==> src/hdl/brb_pkg.sv <==
// Package for the byte ring buffer: item and result types, operation codes,
// controller states and default sizes. Depends on nothing.
package brb_pkg;

    localparam int DEPTH_DEF     = 1024;
    localparam int MAX_BLOCK_DEF = 8;
    localparam int LEN_W         = 4;
    localparam int DATA_W        = 64;
    localparam int FILL_W        = 11;
    localparam int CAP_W         = 11;
    localparam int APB_DW        = 32;
    localparam int APB_AW        = 3;

    // Register index, taken from paddr[2].
    localparam logic REG_CAPACITY = 1'b0;

    typedef enum logic [1:0] {
        OP_PUT     = 2'd0,
        OP_GET     = 2'd1,
        OP_PEEK    = 2'd2,
        OP_ADVANCE = 2'd3
    } t_op;

    typedef struct packed {
        t_op                operation;
        logic [LEN_W-1:0]   block_length;
        logic [DATA_W-1:0]  write_data;
    } t_in_item;

    typedef struct packed {
        logic               status;
        logic [DATA_W-1:0]  read_data;
        logic [FILL_W-1:0]  fill_level;
    } t_out_item;

    typedef enum logic [2:0] {
        ST_IDLE,
        ST_WRITE,
        ST_READ,
        ST_WAIT,
        ST_FINISH
    } t_state;

    typedef struct packed {
        logic [CAP_W-1:0] capacity;
        logic             clear;
    } t_cfg;

endpackage

==> src/hdl/brb_cfg.sv <==
// Configuration register file of the byte ring buffer (capacity register).
// Depends on brb_pkg.
module brb_cfg #(
    parameter int DEPTH = brb_pkg::DEPTH_DEF
) (
    input  logic                        i_clk,
    input  logic                        i_rst_n,
    input  logic                        psel,
    input  logic                        penable,
    input  logic                        pwrite,
    input  logic [brb_pkg::APB_AW-1:0]  paddr,
    input  logic [brb_pkg::APB_DW-1:0]  pwdata,
    output logic [brb_pkg::APB_DW-1:0]  prdata,
    output logic                        pready,
    output brb_pkg::t_cfg               o_cfg
);
    import brb_pkg::*;

    // The largest capacity the register can hold.
    localparam int CAP_MAX = (DEPTH > 2047) ? 2047 : DEPTH;

    logic [CAP_W-1:0] r_capacity;
    logic [CAP_W-1:0] n_capacity;
    logic             w_write;
    logic             w_sel_cap;
    logic [CAP_W-1:0] w_value;

    assign w_write   = psel && penable && pwrite && pready;
    assign w_sel_cap = (paddr[2] == REG_CAPACITY);
    assign w_value   = pwdata[CAP_W-1:0];

    always_comb begin
        n_capacity = r_capacity;
        if (w_write && w_sel_cap) begin
            priority if (w_value == '0) begin
                n_capacity = CAP_W'(1);
            end else if ({21'b0, w_value} > 32'(CAP_MAX)) begin
                n_capacity = CAP_W'(CAP_MAX);
            end else begin
                n_capacity = w_value;
            end
        end
    end

    always_ff @(posedge i_clk) begin
        if (!i_rst_n) begin
            r_capacity <= CAP_W'(CAP_MAX);
        end else begin
            r_capacity <= n_capacity;
        end
    end

    assign pready         = 1'b1;
    assign prdata         = w_sel_cap ? APB_DW'(r_capacity) : '0;
    assign o_cfg.capacity = r_capacity;
    assign o_cfg.clear    = w_write && w_sel_cap;

endmodule

==> config.mk <==
export PLATFORM = sky130hd
export DESIGN_NAME = brb_cfg
export DESIGN_NICKNAME = d
export VERILOG_FILES = /design/src/hdl/brb_pkg.sv /design/src/hdl/brb_cfg.sv
export SDC_FILE = /design/constraint.sdc
export NUM_CORES = 1
export LEC_CHECK = 0
export ABC_AREA = 0
export BUFFER_PORTS_ARGS = -buffer_cell sky130_fd_sc_hd__clkbuf_2
export CORE_MARGIN = 1.5
export CORE_UTILIZATION = 30
export CTS_CLUSTER_DIAMETER = 120
export DETAILED_ROUTE_END_ITERATION = 12
export PLACE_DENSITY_LB_ADDON = 0.2
export SKIP_LAST_GASP = 1
export SLEW_MARGIN = 20
export SYNTH_ARGS = -nofsm -noshare
export SYNTH_HDL_FRONTEND = slang
export SYNTH_SLANG_ARGS = --single-unit
export TNS_END_PERCENT = 5
==> constraint.sdc <==
create_clock -name i_clk -period 0.9 [get_ports i_clk]
set_clock_uncertainty 0.1 [all_clocks]
set_input_delay 0.09 -clock i_clk [delete_from_list [all_inputs] [get_ports i_clk]]
set_output_delay 0.09 -clock i_clk [all_outputs]
set_load 0.005 [all_outputs]
==> metrics.md <==
| Metric | Value |
|---|---|
| Status | `complete, but fails checks` |
| Failing checks | `negative setup slack` |
| Die ar. | `0.00279 mm²` |
| CTS tree | `done` |
| Initial antenna violation count | `0` |
| Design Power | `1040 µW` |
| Sequential Power Share | `47.8%` |
| Vias in the first global route | `554` |
| DRT Pass-1 Iters | `4` |
| Biggest register | `r_capacity` |
| Vias/cell | `4.10` |
| Setup-failing EPs final | `23` |
| Dpl hpwl | `1.26 mm` |
| Critical path class | `flop to primary output` |
| Pint | `754 µW` |
| Synth cell types | `22` |
| HP Start | `pwdata[9]` |
| Fraction of layout cells with a size suffix above 1 | `42.8%` |
| Layout overhead on the synthesized area | `35.9%` |
| Clock Path Buffers | `2` |
| Top flop regs | `r_capacity (11)` |
| I/O pin count | `85` |
| Post-synth top flop | `dfxtp_1` |
| Width of the die | `52.9 µm` |
| Placed cells | `153` |
| Clk Tree Root Cell | `clkbuf_4` |
| Initial Util | `32.8%` |
| Syn_area_per_cell | `8.47 µm²` |
| Hold Violations, Final | `0` |
| Period utilisation layout | `120%` |
| Gpl congestion | `0.708` |
| CP Launch Type | `flop` |
| Sequential fraction of the synthesis area | `29.5%` |
| P_sw | `286 µW` |
| # diodes | `0` |
| Die height | `52.9 µm` |
| Largest cells by area after synthesis | `dfxtp_1, buf_4, nor2b_1` |
| Post-synth top area cell | `dfxtp_1` |
| Clock network fraction of total power | `34.2%` |
| Slew Limit Fails | `0` |
| Area of the multi-input gates | `402 µm²` |
| Crit path arrival time | `890 ps` |
| Worst flop-to-flop path startpoint | `r_capacity[6]` |
| CTS buffer count | `3` |
| Hold Path Class | `primary input to flop` |
| Crit path required time | `710 ps` |
| Iter 0 DRT Violations | `9` |
| Routed Antenna Nets | `0` |
| DRT Wirelength | `1.72 mm` |
| Switching share of power | `27.5%` |
| FFs w/ async S/R, synth | `0%` |
| Most frequent cells after synthesis | `buf_4, dfxtp_1, nor2b_1, nand2_1, nand3b_1` |
| IO buf count | `39` |
| Leak | `0.000507 µW` |
| RSZ-0062 raised after global routing | `yes` |
| #FFs+latches synth | `11` |
| Crit path capture type | `primary output` |
| Top cell type's share of synthesized area | `29.5%` |
| Placement Rows | `17` |
| Clk_lat worst skew | `270 ps` |
| Non-filler cells, final | `166` |
| Synth Cell Area | `746 µm²` |
| Gr ovfl total | `0` |
| Crit Path Max Fanout | `3` |
| Wire length per cell | `10.4 µm` |
| Clk sinks | `11` |
| Largest net degree at the start of global routing | `14` |
| Global-route wire length before repair | `2.53 mm` |
| Max FFs per register | `11` |
| Max Fclk | `0.927 GHz` |
| Clk slew on worst S/H paths | `80 ps` |
| Count leader, synth | `buf_4` |
| # Post-CTS Setup Buffers | `0` |
| All-layer global routing usage | `12.6%` |
| Synth Warn # | `0` |
| H-tree depth | `1` |
| Max Cap Violations | `0` |
| Post-Synthesis Cells | `88` |
| Worst vdd ir | `0.637 mV` |
| Final min period | `1080 ps` |
| P per Cell Area | `1030 mW/mm²` |
| Storage cell area | `230 µm²` |
| Fin worst setup slack | `-179 ps` |
| Vias | `681` |
| Residual DRC | `0` |
| EDFF count, synth | `0` |
| Area of the core | `0.00228 mm²` |
| Gate power share | `18.0%` |
| Fill cell count | `240` |
| Critical Path Start | `r_capacity[10]` |
| Nets | `179` |
## power groups by stage
stage / Sequential, µW / Combinational [µW] / Clock, µW
after global routing: 499 / 209 / 400
final: 497 / 188 / 356
after global placement: 508 / 157 / 0
after floorplan: 509 / 146 / 0
after detailed placement: 509 / 157 / 0
after CTS: 497 / 188 / 368
## stage by stage
step                instance area (µm²)  util [%]  setup TNS [ps]  setup slack (ps)  hold slack [ps]
floorplan                           821         -           -38.9             -19.5              144
global placement                    886      38.9            -889              -113              260
detailed placement                  886      38.9            -918              -114              271
CTS                                1000      44.1           -2460              -194             48.0
global route                       1010      44.5           -3230              -233             49.1
finish                             1010      44.5           -1800              -179             49.9
## worst max-delay path, stage by stage (launching register included)
cell,delay (ps)
dfxtp_2,330
and2b_2,180
clkbuf_2,110
## layer usage
layer	up-vias	share of wire (%)	track usage (%)	wire, µm
li1	348	-	-	-
met1	296	41	13.8	706
met2	37	51	22.5	869
met3	0	8.4	5.37	144
met4	0	0	2.56	0
met5	-	0	0	0
## cell families after synthesis
family	after synthesis	synth area share [%]
buffers and inverters	27	26.7
AO/OA/AOI/OAI	11	11.4
AND/OR/NAND/NOR	37	31.4
other	2	1.01
flip-flops	11	29.5
## cell usage in the layout, fill, tap and decap left out, drive strengths merged, types with 2 or more instances in the layout
master	n
a21boi	7
a32o	2
buf	4
clkbuf	42
conb	22
dfxtp	11
dlygate4sd3	9
nand2	8
nand3	2
nand3b	7
nand4b	2
nor2	3
nor2b	11
## worst paths after layout
path,end,slack (ps),cells after the start
max,prdata[10],-180,2
min,r_capacity[0],50,4
min reg2reg,r_capacity[3],360,2
max reg2reg,r_capacity[6],170,1
## timing repair
action / 4_1_cts / 5_1_grt
endpoints found under the hold margin: 9 / 0
gates resized for setup: 1 / 7
hold buffers: 9 / 0
setup endpoints to repair: 23 / 24
cloned: 0 / 0
## area by class of cell
cell class,instances,area share (%)
Clock buffer,3,2.22
Clock inverter,1,0.494
Inverter,1,0.370
Multi-Input combinational cell,70,39.6
Sequential cell,11,22.7
Tap cell,28,3.46
Timing Repair Buffer,52,31.1
No activity file was read; power rests on OpenSTA's default activity.
